`config.mk`:
```
export PLATFORM = sky130hd
export DESIGN_NAME = shift_chain_output_refresher
export DESIGN_NICKNAME = d
export VERILOG_FILES = /design/src/hdl/scor_pkg.sv /design/src/hdl/scor_ctrl.sv /design/src/hdl/scor_dp.sv /design/src/hdl/shift_chain_output_refresher.sv
export SDC_FILE = /design/constraint.sdc
export NUM_CORES = 1
export LEC_CHECK = 0
export BUFFER_PORTS_ARGS = -buffer_cell sky130_fd_sc_hd__buf_2
export CAP_MARGIN = 20
export CORE_AREA = 2 2 191 193
export DETAILED_ROUTE_END_ITERATION = 8
export DIE_AREA = 0 0 193 195
export PLACE_DENSITY = 0.5
export SYNTH_ARGS = -nofsm -noshare
export SYNTH_HDL_FRONTEND = slang
export SYNTH_SLANG_ARGS = --single-unit
```
`constraint.sdc`:
```
create_clock -name clk -period 4.1 [get_ports clk]
set_input_delay 0.82 -clock clk [delete_from_list [all_inputs] [get_ports clk]]
set_output_delay 0.82 -clock clk [all_outputs]
set_load 0.1 [all_outputs]
```
`src/hdl/scor_pkg.sv`:
```
// types and constants for the shift chain output refresher
// no dependencies; imported by every module of the block
package scor_pkg;

	// fixed field widths
	localparam int FIELD_BITS    = 32;
	localparam int HOLD_BITS     = 16;
	localparam int CFG_IDX_BITS  = 4;
	localparam int CFG_DATA_BITS = 32;

	// configuration register indexes
	localparam logic [CFG_IDX_BITS-1:0] REG_RESET_HOLD_TICKS = 4'd0;
	localparam logic [CFG_IDX_BITS-1:0] REG_DEFAULT_PATTERN  = 4'd1;

	// configuration reset values
	localparam logic [HOLD_BITS-1:0]     RESET_HOLD_TICKS_INIT = 16'd100;
	localparam logic [CFG_DATA_BITS-1:0] DEFAULT_PATTERN_INIT  = 32'hFFFF_FFFF;

	// tick word
	typedef struct packed {
		logic [FIELD_BITS-1:0] high_word;
		logic [FIELD_BITS-1:0] low_word;
	} tick_word_t;

	// serial chain word
	typedef struct packed {
		logic serial_bit;
		logic latch_after;
	} chain_word_t;

	// controller to datapath
	typedef struct packed {
		logic capture;
		logic load_hold;
		logic load_new;
		logic shift;
	} scor_cmd_t;

	// datapath to controller
	typedef struct packed {
		logic hold_active;
		logic changed;
		logic last_bit;
	} scor_status_t;

endpackage

```
`src/hdl/scor_ctrl.sv`:
```
// controller state machine for the shift chain output refresher
// depends on scor_pkg; drives handshakes and datapath commands
module scor_ctrl
	import scor_pkg::*;
(
	input  logic         clk,
	input  logic         arst_n,
	input  logic         tick_valid,
	output logic         tick_ready,
	output logic         chain_valid,
	input  logic         chain_ready,
	input  scor_status_t status,
	output scor_cmd_t    cmd
);

	typedef enum logic [2:0] {
		S_IDLE   = 3'b001,
		S_DECIDE = 3'b010,
		S_SHIFT  = 3'b100
	} state_t;

	state_t state_q, state_d;

	// state register
	always_ff @(posedge clk or negedge arst_n) begin
		if (!arst_n) begin
			state_q <= S_IDLE;
		end else begin
			state_q <= state_d;
		end
	end

	// next state and commands
	always_comb begin
		state_d       = state_q;
		cmd           = '0;
		tick_ready    = 1'b0;
		chain_valid   = 1'b0;
		case (state_q)
			S_IDLE: begin
				tick_ready  = 1'b1;
				cmd.capture = tick_valid;
				if (tick_valid) begin
					state_d = S_DECIDE;
				end
			end
			S_DECIDE: begin
				cmd.load_hold = status.hold_active;
				cmd.load_new  = !status.hold_active && status.changed;
				if (status.hold_active || status.changed) begin
					state_d = S_SHIFT;
				end else begin
					state_d = S_IDLE;
				end
			end
			S_SHIFT: begin
				chain_valid = 1'b1;
				cmd.shift   = chain_ready;
				if (chain_ready && status.last_bit) begin
					state_d = S_IDLE;
				end
			end
			default: begin
				state_d = S_IDLE;
			end
		endcase
	end

endmodule

```
`src/hdl/scor_dp.sv`:
```
// datapath: config registers, hold counter, sent copies, chain shifter
// depends on scor_pkg; commanded by scor_ctrl
module scor_dp
	import scor_pkg::*;
#(
	parameter int WORD_BITS = 32
) (
	input  logic                     clk,
	input  logic                     arst_n,
	input  logic                     cfg_we,
	input  logic [CFG_IDX_BITS-1:0]  cfg_index,
	input  logic [CFG_DATA_BITS-1:0] cfg_data,
	input  tick_word_t               tick_data,
	output chain_word_t              chain_data,
	input  scor_cmd_t                cmd,
	output scor_status_t             status
);

	localparam int CHAIN_BITS = 2 * WORD_BITS;
	localparam int CNT_BITS   = $clog2(CHAIN_BITS);
	localparam logic [CNT_BITS-1:0] LAST_CNT = CNT_BITS'(CHAIN_BITS - 1);

	logic [HOLD_BITS-1:0]  hold_ticks_q;
	logic [WORD_BITS-1:0]  pattern_q;
	logic [HOLD_BITS-1:0]  hold_count_q;
	logic [WORD_BITS-1:0]  sent_high_q;
	logic [WORD_BITS-1:0]  sent_low_q;
	logic [WORD_BITS-1:0]  high_q;
	logic [WORD_BITS-1:0]  low_q;
	logic [CHAIN_BITS-1:0] shift_q;
	logic [CNT_BITS-1:0]   cnt_q;

	// configuration registers, only the used low bits of the pattern are kept
	always_ff @(posedge clk or negedge arst_n) begin
		if (!arst_n) begin
			hold_ticks_q <= RESET_HOLD_TICKS_INIT;
			pattern_q    <= DEFAULT_PATTERN_INIT[WORD_BITS-1:0];
		end else if (cfg_we) begin
			case (cfg_index)
				REG_RESET_HOLD_TICKS: hold_ticks_q <= cfg_data[HOLD_BITS-1:0];
				REG_DEFAULT_PATTERN:  pattern_q    <= cfg_data[WORD_BITS-1:0];
				default: ;
			endcase
		end
	end

	// captured tick words
	always_ff @(posedge clk) begin
		if (cmd.capture) begin
			high_q <= tick_data.high_word[WORD_BITS-1:0];
			low_q  <= tick_data.low_word[WORD_BITS-1:0];
		end
	end

	// hold counter and sent copies
	always_ff @(posedge clk or negedge arst_n) begin
		if (!arst_n) begin
			hold_count_q <= '0;
			sent_high_q  <= '0;
			sent_low_q   <= '0;
		end else begin
			if (cmd.load_hold) begin
				hold_count_q <= hold_count_q + HOLD_BITS'(1);
			end
			if (cmd.load_new) begin
				sent_high_q <= high_q;
				sent_low_q  <= low_q;
			end
		end
	end

	// chain shifter, msb goes out first
	always_ff @(posedge clk) begin
		if (cmd.load_hold) begin
			shift_q <= {pattern_q, pattern_q};
		end else if (cmd.load_new) begin
			shift_q <= {high_q, low_q};
		end else if (cmd.shift) begin
			shift_q <= {shift_q[CHAIN_BITS-2:0], 1'b0};
		end
	end

	// bit counter
	always_ff @(posedge clk or negedge arst_n) begin
		if (!arst_n) begin
			cnt_q <= '0;
		end else if (cmd.load_hold || cmd.load_new) begin
			cnt_q <= '0;
		end else if (cmd.shift) begin
			cnt_q <= cnt_q + CNT_BITS'(1);
		end
	end

	// status and output word
	always_comb begin
		status.hold_active     = hold_count_q < hold_ticks_q;
		status.changed         = (high_q != sent_high_q) || (low_q != sent_low_q);
		status.last_bit        = cnt_q == LAST_CNT;
		chain_data.serial_bit  = shift_q[CHAIN_BITS-1];
		chain_data.latch_after = cnt_q == LAST_CNT;
	end

endmodule

```
`src/hdl/shift_chain_output_refresher.sv`:
```
// top level of the shift chain output refresher
// depends on scor_pkg, scor_ctrl and scor_dp
//
// channel   direction  handshake                 word
// tick      in         tick_valid / tick_ready   tick_data   (high_word, low_word)
// chain     out        chain_valid / chain_ready chain_data  (serial_bit, latch_after)
// cfg       in         cfg_we                    cfg_index, cfg_data
//
// a tick is captured in idle and judged in decide; a refresh then shifts
// 2*WORD_BITS bits from the chain shifter, one per cycle while chain_ready is high
// a tick after the hold whose words match the sent copies sends nothing
// reset restores the config defaults and clears the hold count and sent copies
// a stalled chain_ready holds the current bit; no tick is taken during a burst
module shift_chain_output_refresher
	import scor_pkg::*;
#(
	parameter int WORD_BITS = 32
) (
	input  logic                     clk,
	input  logic                     arst_n,
	input  logic                     cfg_we,
	input  logic [CFG_IDX_BITS-1:0]  cfg_index,
	input  logic [CFG_DATA_BITS-1:0] cfg_data,
	input  logic                     tick_valid,
	output logic                     tick_ready,
	input  tick_word_t               tick_data,
	output logic                     chain_valid,
	input  logic                     chain_ready,
	output chain_word_t              chain_data
);

	scor_cmd_t    cmd;
	scor_status_t status;

	// control
	scor_ctrl u_ctrl (
		.clk         (clk),
		.arst_n      (arst_n),
		.tick_valid  (tick_valid),
		.tick_ready  (tick_ready),
		.chain_valid (chain_valid),
		.chain_ready (chain_ready),
		.status      (status),
		.cmd         (cmd)
	);

	// datapath
	scor_dp #(
		.WORD_BITS (WORD_BITS)
	) u_dp (
		.clk        (clk),
		.arst_n     (arst_n),
		.cfg_we     (cfg_we),
		.cfg_index  (cfg_index),
		.cfg_data   (cfg_data),
		.tick_data  (tick_data),
		.chain_data (chain_data),
		.cmd        (cmd),
		.status     (status)
	);

endmodule

```
# Word-level counts from Yosys, hierarchy flattened
# Cells that the tools add are included.
[classes]
addsub = 2
order_cmp = 1
n_eq_ne = 9
mux = 14
reduce_logical = 12
[ops]
columns = ["op", "n"]
rows = [
  ["64-bit 2-to-1 mux", 3],
  ["32-bit inequality test", 2],
  ["16-bit by 1-bit adder with 16-bit output, second input constant", 1],
  ["16-bit less-than comparator", 1],
  ["6-bit 2-to-1 mux", 2],
  ["3-bit 2-to-1 mux", 3],
  ["3-bit case mux with 3 select lines", 1],
  ["6-bit by 1-bit adder with 6-bit output, second input constant", 1],
  ["6-bit equality test, second input constant", 1],
  ["2-bit AND reduction", 3],
  ["4-bit by 1-bit equality test with 1-bit output, second input constant", 1],
  ["4-bit zero test", 1],
  ["1-bit 2-to-1 mux", 4],
  ["3-bit by 1-bit equality test with 1-bit output, second input constant", 1],
  ["3-bit by 2-bit equality test with 1-bit output, second input constant", 1],
  ["3-bit equality test, second input constant", 1],
  ["1-bit logical OR", 3],
  ["3-bit nonzero test", 1],
  ["1-bit logical AND", 2],
  ["2-bit 2-to-1 mux", 1],
  ["2-bit by 1-bit inequality test with 1-bit output, second input constant", 1],
  ["2-bit inequality test, second input constant", 1],
  ["2-bit nonzero test", 1],
  ["1-bit zero test", 1],
]
[word_totals]
register_bits = 265
in_bits = 105
out_inout_bits = 4
wordCells = 48

# Logic depth before layout (Yosys ltp)
# Gate-level depths: netlist (run 1).
[depth]
ltp_word = 6
depth_mapped = 11
mapped_depth_nobuf = 8

# Modules after synthesis
# From an unflattened synthesis (run 1), not the netlist that was laid out.
[hier_totals]
hier_cells = 874
area_unflattened_um2 = 11433.5
[modules_own_cells]
columns = ["mod", "instances", "cells_per_inst", "area_each_um2", "seq_area_each_um2"]
rows = [
  ["scor_dp", 1, 856, 11233.3, 7240.7],
  ["scor_ctrl", 1, 18, 200.2, 76.3],
]

# Worst setup path before layout (run 1)
# Ideal clock, no wire load.
[synth_timing]
kind = "register -> register"
from = "register u_ctrl.state_q[0]"
to = "register u_dp.high_q[0], enable pin"
setup_time_ns = 0.429
t_arrival_ns = 4.536
required_ns = 3.671
setup_slack_ns = -0.864
stages_incl_launch_ff = 3
path_buffers = 0
period_less_slack_ns = 4.964
cell_sequence = "dfstp_2 -> nor3b_1 -> and2_1"
[synth_lines]
columns = ["element", "line_no", "rtl"]
rows = [
  ["from (decl)", "scor_ctrl.sv:22", "state_t state_q, state_d;"],
  ["from (signal assigned)", "scor_ctrl.sv:29", "state_q <= state_d;"],
  ["to (signal assigned)", "scor_dp.sv:50", "high_q <= tick_data.high_word[WORD_BITS-1:0];"],
  ["to (decl)", "scor_dp.sv:28", "logic [WORD_BITS-1:0] high_q;"],
]

# Worst setup path in the final report (run 1)
[layout_timing]
from = "register u_dp.low_q[23]"
to = "register u_dp.sent_high_q[23]"
[layout_between]
elab_chain_len = 4
[layout_lines]
columns = ["element", "line_no", "rtl"]
rows = [
  ["from (decl)", "scor_dp.sv:29", "logic [WORD_BITS-1:0] low_q;"],
  ["from (signal assigned)", "scor_dp.sv:51", "low_q <= tick_data.low_word[WORD_BITS-1:0];"],
  ["32-bit inequality test", "scor_dp.sv:97", "status.changed = (high_q != sent_high_q) || (low_q != sent_low_q);"],
  ["1-bit logical OR", "scor_dp.sv:97", ""],
  ["1-bit logical AND", "scor_ctrl.sv:49", "cmd.load_new = !status.hold_active && status.changed;"],
  ["2-bit 2-to-1 mux", "scor_ctrl.sv:39", "case (state_q)"],
  ["to (signal assigned)", "scor_dp.sv:66", "sent_high_q <= high_q;"],
  ["to (decl)", "scor_dp.sv:26", "logic [WORD_BITS-1:0] sent_high_q;"],
]
# No other way between the ends.
# A chain may end at the register's enable or synchronous reset.

==> impl_results.rst, run 1 <==
.. list-table::
   :header-rows: 1

   * - Metric
     - Value
   * - Relative slew margins
     - 32.2%
   * - Run status
     - completed
   * - Largest net degree at the start of global routing
     - 90
   * - Final setup margin
     - 0.765 ns
   * - Synth-to-layout area growth
     - 15.9%
   * - Starting density of the core
     - 34.9%
   * - Post-synthesis cell count
     - 922
   * - CTS resizes
     - 0
   * - Post-detailed-route count of antenna-violating nets
     - 0
   * - Initial antenna violation count
     - 0
   * - Number of nets in the layout
     - 1,146
   * - Final Hold Vio Count
     - 0
   * - Worst hold slack across all endpoints
     - 0.207 ns
   * - Vias per Instance
     - 5.04
   * - Overall Global Routing Usage
     - 16.3%
   * - Crit. End Element
     - flop
   * - Filler Cell Count
     - 3,365
   * - Max-cap check violation count
     - 0
   * - Total number of vias
     - 7,604
   * - Final critical-path share of the clock period
     - 81.3%
   * - Buffer levels on the longest clock path
     - 3
   * - Slew @ Worst Pin
     - 1.01 ns
   * - Final count of negative-setup-slack endpoints
     - 0
   * - Initial drt markers
     - 529
   * - Die width
     - 193 um
   * - HPWL reported at the end of detailed placement
     - 19.6 mm
   * - Syn Nets
     - 1,044
   * - Global-route wire length before repair
     - 47.0 mm
   * - Maximum operating frequency
     - 300 MHz
   * - Number of input and output port buffers inserted
     - 108
   * - Die Span Y
     - 195 um
   * - Worst Path Class, Setup
     - flop to flop
   * - Post-synthesis sequential area ratio
     - 59.3%
   * - Root buffer cell
     - clkbuf_16
   * - Skew final
     - 0.0133 ns
   * - Cell area after layout
     - 14,300 um^2
   * - Worst min-delay path class
     - input pin to async pin
   * - Remaining global-route overflow
     - 0
   * - Clock insertion delay at the later pin of the skew report
     - 0.56 ns
   * - Commonest cells after routing, fill and taps aside
     - edfxtp_1, buf_2, dfrtp_1
   * - Delay contributed by the slowest stage of the critical path
     - 0.83 ns
   * - Async S/R FF share, synth
     - 51.7%
   * - RSZ-0062 raised after global routing
     - false
   * - Leading cell type in the layout, fill and taps excluded
     - edfxtp_1
   * - Critical Path Fanout Max
     - 85
   * - Flop and latch count out of synthesis
     - 265
   * - Clock tree from TritonCTS
     - built
   * - Cell area after placement
     - 13,400 um^2
   * - Placer congestion estimate
     - 0.757
   * - Placeable core area
     - 35,400 um^2
   * - Count of inserted antenna diode cells
     - 0
   * - Worst setup timing slack at the placement stage
     - 0.870 ns
   * - Vias in the first global route
     - 7,752
   * - Static leakage
     - 6.33 nW
   * - Count of pins on the block boundary
     - 109
   * - Post-cts hold buffer count
     - 0
   * - Final wirelength
     - 30.1 mm
   * - CP Cell Sequence
     - xor2_1 > nor4_1 > nand4_1 > nor4_2 > or3b_4 > buf_12 > mux2_4
   * - Count of flip-flops with a built-in enable after synthesis
     - 128
   * - Clock period minus final worst setup slack
     - 3.33 ns
   * - Final routed DRC violation total
     - 0
   * - Category of the worst setup path launch point
     - flop
   * - Total Die Area
     - 37,600 um^2
   * - Required @ worst endpoint
     - 4.54 ns
   * - Pwr dens
     - 531 nW/um^2
   * - DR pass1 iterations
     - 5
   * - Fraction of final layout cells with drive strength greater than 1
     - 32.0%
   * - Dominant register cell in the synthesized netlist
     - edfxtp_1
   * - Number of H-tree levels
     - 1
   * - Post-CTS repair timing setup buffer count
     - 0
   * - Post-synthesis area per instance
     - 13.4 um^2
   * - Number of distinct standard cells referenced by the synthesized netlist
     - 39
   * - WL per Instance
     - 20.0 um
   * - Final count of pins violating max slew
     - 0
   * - Core Rows
     - 69
   * - Data arrival time at the worst-slack endpoint
     - 3.78 ns
   * - Number of clock buffers inserted by TritonCTS
     - 30
   * - Total number of clock tree sinks
     - 265
   * - Post-synthesis instance area
     - 12,300 um^2
   * - Synthesis warning total
     - 0
   * - Cell with the largest stage delay on the worst path
     - nor4_1
   * - Setup TNS
     - 0 ns
   * - Maximum VDD drop
     - 0.000541 V
   * - Clock edge transition at the registers on the reported setup and hold paths
     - 0.06 ns
[layout make-up]
cell class / count / area (um^2) / area share (%)
repair buffers: 121 / 707 / 4.94
flip-flops and latches: 265 / 7320 / 51.1
clock inverters: 13 / 80.1 / 0.559
multi-input cells: 526 / 4480 / 31.3
clock buffers: 43 / 851 / 5.94
inverters: 80 / 300 / 2.10
well taps: 461 / 577 / 4.03
[registers in the layout, indices dropped and copies added, names as in the netlist]
register           count
u_dp.shift_q          64
u_dp.cnt_q             6
u_dp.hold_ticks_q     16
u_dp.hold_count_q     16
u_dp.sent_high_q      32
u_ctrl.state_q         3
u_dp.sent_low_q       32
u_dp.high_q           32
u_dp.pattern_q        32
u_dp.low_q            32
[Yosys cell counts (all sizes together) (3+ instances only)]
| library cell | number | area share, % |
|---|---|---|
| ha | 17 | 1.7 |
| dfrtp | 101 | 20 |
| xnor2 | 13 | 0.92 |
| inv | 80 | 2.4 |
| xor2 | 71 | 5.0 |
| nand2b | 4 | 0.20 |
| mux2 | 97 | 11 |
| o211ai | 63 | 5.0 |
| clkbuf | 26 | 0.79 |
| nand3 | 73 | 3.0 |
| nor3b | 3 | 0.18 |
| a21oi | 7 | 0.28 |
| nor4 | 19 | 1.0 |
| nand4 | 15 | 0.76 |
| a22oi | 62 | 3.8 |
| o21ai | 18 | 0.73 |
| nand2 | 32 | 0.97 |
| buf | 25 | 1.5 |
| nor3 | 4 | 0.16 |
| nor2 | 8 | 0.24 |
| and3 | 6 | 0.30 |
| edfxtp | 128 | 31 |
| dfstp | 36 | 7.7 |
| and2 | 5 | 0.25 |
[layer usage]
metal	GRT usage, %	part of all wire [%]	vias to the layer above
met3	2.59	4.0	41
met1	24.8	49	3817
met4	3.62	2.0	0
met5	0	0	-
met2	24.3	45	159
li1	-	-	3587
[cells by family (layout without fill, tap and decap cells)]
| kind of cell | after synthesis | count (layout) | synth area share (%) |
|---|---|---|---|
| AO/OA/AOI/OAI | 154 | 154 | 10.2 |
| XOR/XNOR | 84 | 84 | 5.96 |
| adder cells (fa/ha/maj) | 17 | 17 | 1.72 |
| buffers and inverters | 131 | 257 | 4.71 |
| flip-flops | 265 | 265 | 59.3 |
| multiplexers | 98 | 98 | 10.9 |
| AND/OR/NAND/NOR | 173 | 173 | 7.31 |
[where the power goes]
| group | leakage [nW] | total [mW] | internal [mW] | switching [mW] |
|---|---|---|---|---|
| sequential | 2.94 | 3.79 | 3.41 | 0.379 |
| combinational | 2.93 | 1.25 | 0.474 | 0.779 |
| clock | 0.457 | 2.55 | 1.49 | 1.06 |
[worst paths after layout]
check,from,cells after the start,slack [ns],endpoint
worst max register to register,u_dp.low_q[23],7,0.77,u_dp.sent_high_q[23]
worst min-delay path,arst_n,1,0.21,u_dp.sent_low_q[19]
max in group asynchronous,arst_n,2,3.00,u_dp.pattern_q[20]
worst min register to register,u_dp.hold_count_q[15],1,0.49,u_dp.hold_count_q[15]
worst max-delay path,u_dp.low_q[23],7,0.77,u_dp.sent_high_q[23]
min in group clk,tick_data[0],1,0.44,u_dp.low_q[0]
[through the flow]
| stage | utilization (%) | power [mW] | std cells |
|---|---|---|---|
| 6_report | 40.4 | 7.60 | 1509 |
| 4_1_cts | 40.4 | 7.71 | 1509 |
| 5_1_grt | 40.4 | 8.00 | 1509 |
| 3_5_place_dp | 37.8 | 5.11 | 1453 |
| 2_1_floorplan | - | 4.57 | 922 |
| 3_3_place_gp | 37.8 | 5.10 | 1453 |
[worst max-delay path, delay by kind of cell (launching register included)]
kind | cells | cell delay, ns
xor+xnor | 1 | 0.19
mux | 1 | 0.35
simple gates | 4 | 1.68
flops | 1 | 0.46
buf+inv | 1 | 0.43
(Power assumes the default switching activity.)
==> run 2, diff against run 1 <==
- clock period: 4.1 -> 3.1 ns (I/O delays scaled with it)
==> impl_results.rst, run 2 (synthesized netlist as in run 1, its figures left out) <==
.. list-table::
   :header-rows: 1

   * - Metric
     - Value
   * - Number of flip-flops under the largest register name
     - 64
   * - Worst hold slack across all endpoints
     - 0.234 ns
   * - Number of H-tree levels
     - 1
   * - Skew final
     - 0.0202 ns
   * - Post-CTS repair timing setup buffer count
     - 0
   * - Critical Path Fanout Max
     - 40
   * - Buffer levels on the longest clock path
     - 3
   * - Start point of the worst hold path
     - tick_data[1]
   * - Final wirelength
     - 30.1 mm
   * - Count of pins on the block boundary
     - 109
   * - Clock tree from TritonCTS
     - built
   * - Global-route wire length before repair
     - 46.5 mm
   * - Remaining global-route overflow
     - 0
   * - Required @ worst endpoint
     - 3.53 ns
   * - HPWL reported at the end of detailed placement
     - 20.3 mm
   * - Initial antenna violation count
     - 0
   * - CP Cell Sequence
     - ha_1 > nand4_1 > nor4_2 > a32oi_2 > nand2_2 > buf_4 > or3b_4 > buf_12 > mux2_4
   * - Maximum operating frequency
     - 338 MHz
   * - Static leakage
     - 6.51 nW
   * - Relative slew margins
     - 49.4%
   * - Vias in the first global route
     - 7,801
   * - Switching Power
     - 2.99 mW
   * - Slew @ Worst Pin
     - 0.759 ns
   * - Clk pwr share
     - 36.2%
   * - Final Hold Vio Count
     - 0
   * - Max-cap check violation count
     - 0
   * - Run status
     - completed
   * - Final critical-path share of the clock period
     - 95.4%
   * - Total number of vias
     - 7,678
   * - Worst Path Class, Setup
     - flop to flop
   * - Sequential group share of total power
     - 47.4%
   * - Root buffer cell
     - clkbuf_16
   * - Category of the worst setup path launch point
     - flop
   * - WL per Instance
     - 19.7 um
   * - Cell area after placement
     - 13,600 um^2
   * - Clock edge transition at the registers on the reported setup and hold paths
     - 0.06 ns
   * - Switching fraction of total power
     - 28.3%
   * - Initial drt markers
     - 502
   * - Register with the most flip-flops
     - u_dp.shift_q
   * - Total Die Area
     - 37,600 um^2
   * - Cells after DPL
     - 1,468
   * - Count of inserted antenna diode cells
     - 0
   * - Clock insertion delay at the later pin of the skew report
     - 0.56 ns
   * - Commonest cells after routing, fill and taps aside
     - edfxtp_1, buf_2, dfrtp_1
   * - P_int
     - 7.57 mW
   * - Synth-to-layout area growth
     - 18.6%
   * - Starting density of the core
     - 34.9%
   * - Number of input and output port buffers inserted
     - 108
   * - Leading cell type in the layout, fill and taps excluded
     - edfxtp_1
   * - Launching element of the worst setup path
     - u_dp.hold_count_q[14]
   * - Number of non-filler instances in the completed layout
     - 1,527
   * - Maximum VDD drop
     - 0.000807 V
   * - Overall Global Routing Usage
     - 16.1%
   * - Placer congestion estimate
     - 0.772
   * - Cell area after layout
     - 14,600 um^2
   * - Critical register-to-register path startpoint
     - u_dp.hold_count_q[14]
   * - Largest net degree at the start of global routing
     - 66
   * - Worst min-delay path class
     - input pin to flop
   * - DR pass1 iterations
     - 5
   * - Die width
     - 193 um
   * - Core Rows
     - 69
   * - Final count of negative-setup-slack endpoints
     - 0
   * - Crit. End Element
     - flop
   * - Vias per Instance
     - 5.03
   * - Die Span Y
     - 195 um
   * - Data arrival time at the worst-slack endpoint
     - 3.39 ns
   * - Final routed DRC violation total
     - 0
   * - Final count of pins violating max slew
     - 0
   * - Number of nets in the layout
     - 1,163
   * - Post-detailed-route count of antenna-violating nets
     - 0
   * - Total number of clock tree sinks
     - 265
   * - Setup TNS
     - 0 ns
   * - RSZ-0062 raised after global routing
     - false
   * - Placeable core area
     - 35,400 um^2
   * - Delay contributed by the slowest stage of the critical path
     - 0.48 ns
   * - Number of clock buffers inserted by TritonCTS
     - 31
   * - Pwr dens
     - 721 nW/um^2
   * - Comb power frac
     - 16.4%
   * - Clock period minus final worst setup slack
     - 2.96 ns
   * - Fraction of final layout cells with drive strength greater than 1
     - 33.4%
   * - Cell with the largest stage delay on the worst path
     - or3b_4
==> run 2: worst paths after layout <==
path | to | slack (ns) | cells past startpoint
min reg2reg | u_dp.hold_count_q[15] | 0.49 | 1
max in group asynchronous | u_dp.hold_ticks_q[5] | 1.65 | 3
max reg2reg | u_dp.sent_low_q[12] | 0.14 | 9
max | u_dp.sent_low_q[12] | 0.14 | 9
min | u_dp.low_q[1] | 0.23 | 1
min in group asynchronous | u_dp.sent_high_q[27] | 0.55 | 2
==> run 2: power by group through the flow <==
stage | Combinational, mW | Clock [mW] | Sequential [mW]
3_3_place_gp | 1.75 | 0 | 5.06
2_1_floorplan | 1.20 | 0 | 4.85
3_5_place_dp | 1.77 | 0 | 5.06
5_1_grt | 1.95 | 4.07 | 5.07
4_1_cts | 1.78 | 3.93 | 5.01
6_report | 1.74 | 3.82 | 5.00
==> run 2: area by class of cell <==
type                    count  area, um^2
multi-input cells         526        4510
well taps                 461         577
clock inverters            16         229
clock buffers              42         837
flip-flops and latches    265        7320
inverters                  80         300
repair buffers            137         880
fillers                  3367       20700
==> run 2: repair_timing <==
item                       in CTS  in global routing
hold buffers                    1                  0
setup endpoints to repair       0                101
gates resized for setup         0                  1
hold endpoints to repair        5                  0
==> run 2: per-stage QoR <==
step	power, mW	worst slack, ns	utilization, %
floorplan	6.05	0.251	-
global placement	6.81	0.161	38.3
detailed placement	6.83	0.156	38.3
CTS	10.7	0.142	41.4
global route	11.1	0.0126	41.4
finish	10.6	0.144	41.4
==> run 2: metal layers <==
metal  up-vias  GRT usage [%]  share of wire [%]
met2       141           24.9                 45
li1       3607              -                  -
met1      3891           24.0                 49
met5         -              0                  0
met4         0           3.45                1.9
met3        39           2.28                3.8
==> run 2: worst max-delay path, delay by kind of cell, from the launching register on <==
family,cells,cell delay (ns)
compound gates,1,0.18
buf+inv,2,0.43
mux,1,0.33
fa+ha+maj,1,0.33
flops,1,0.41
simple gates,4,1.13
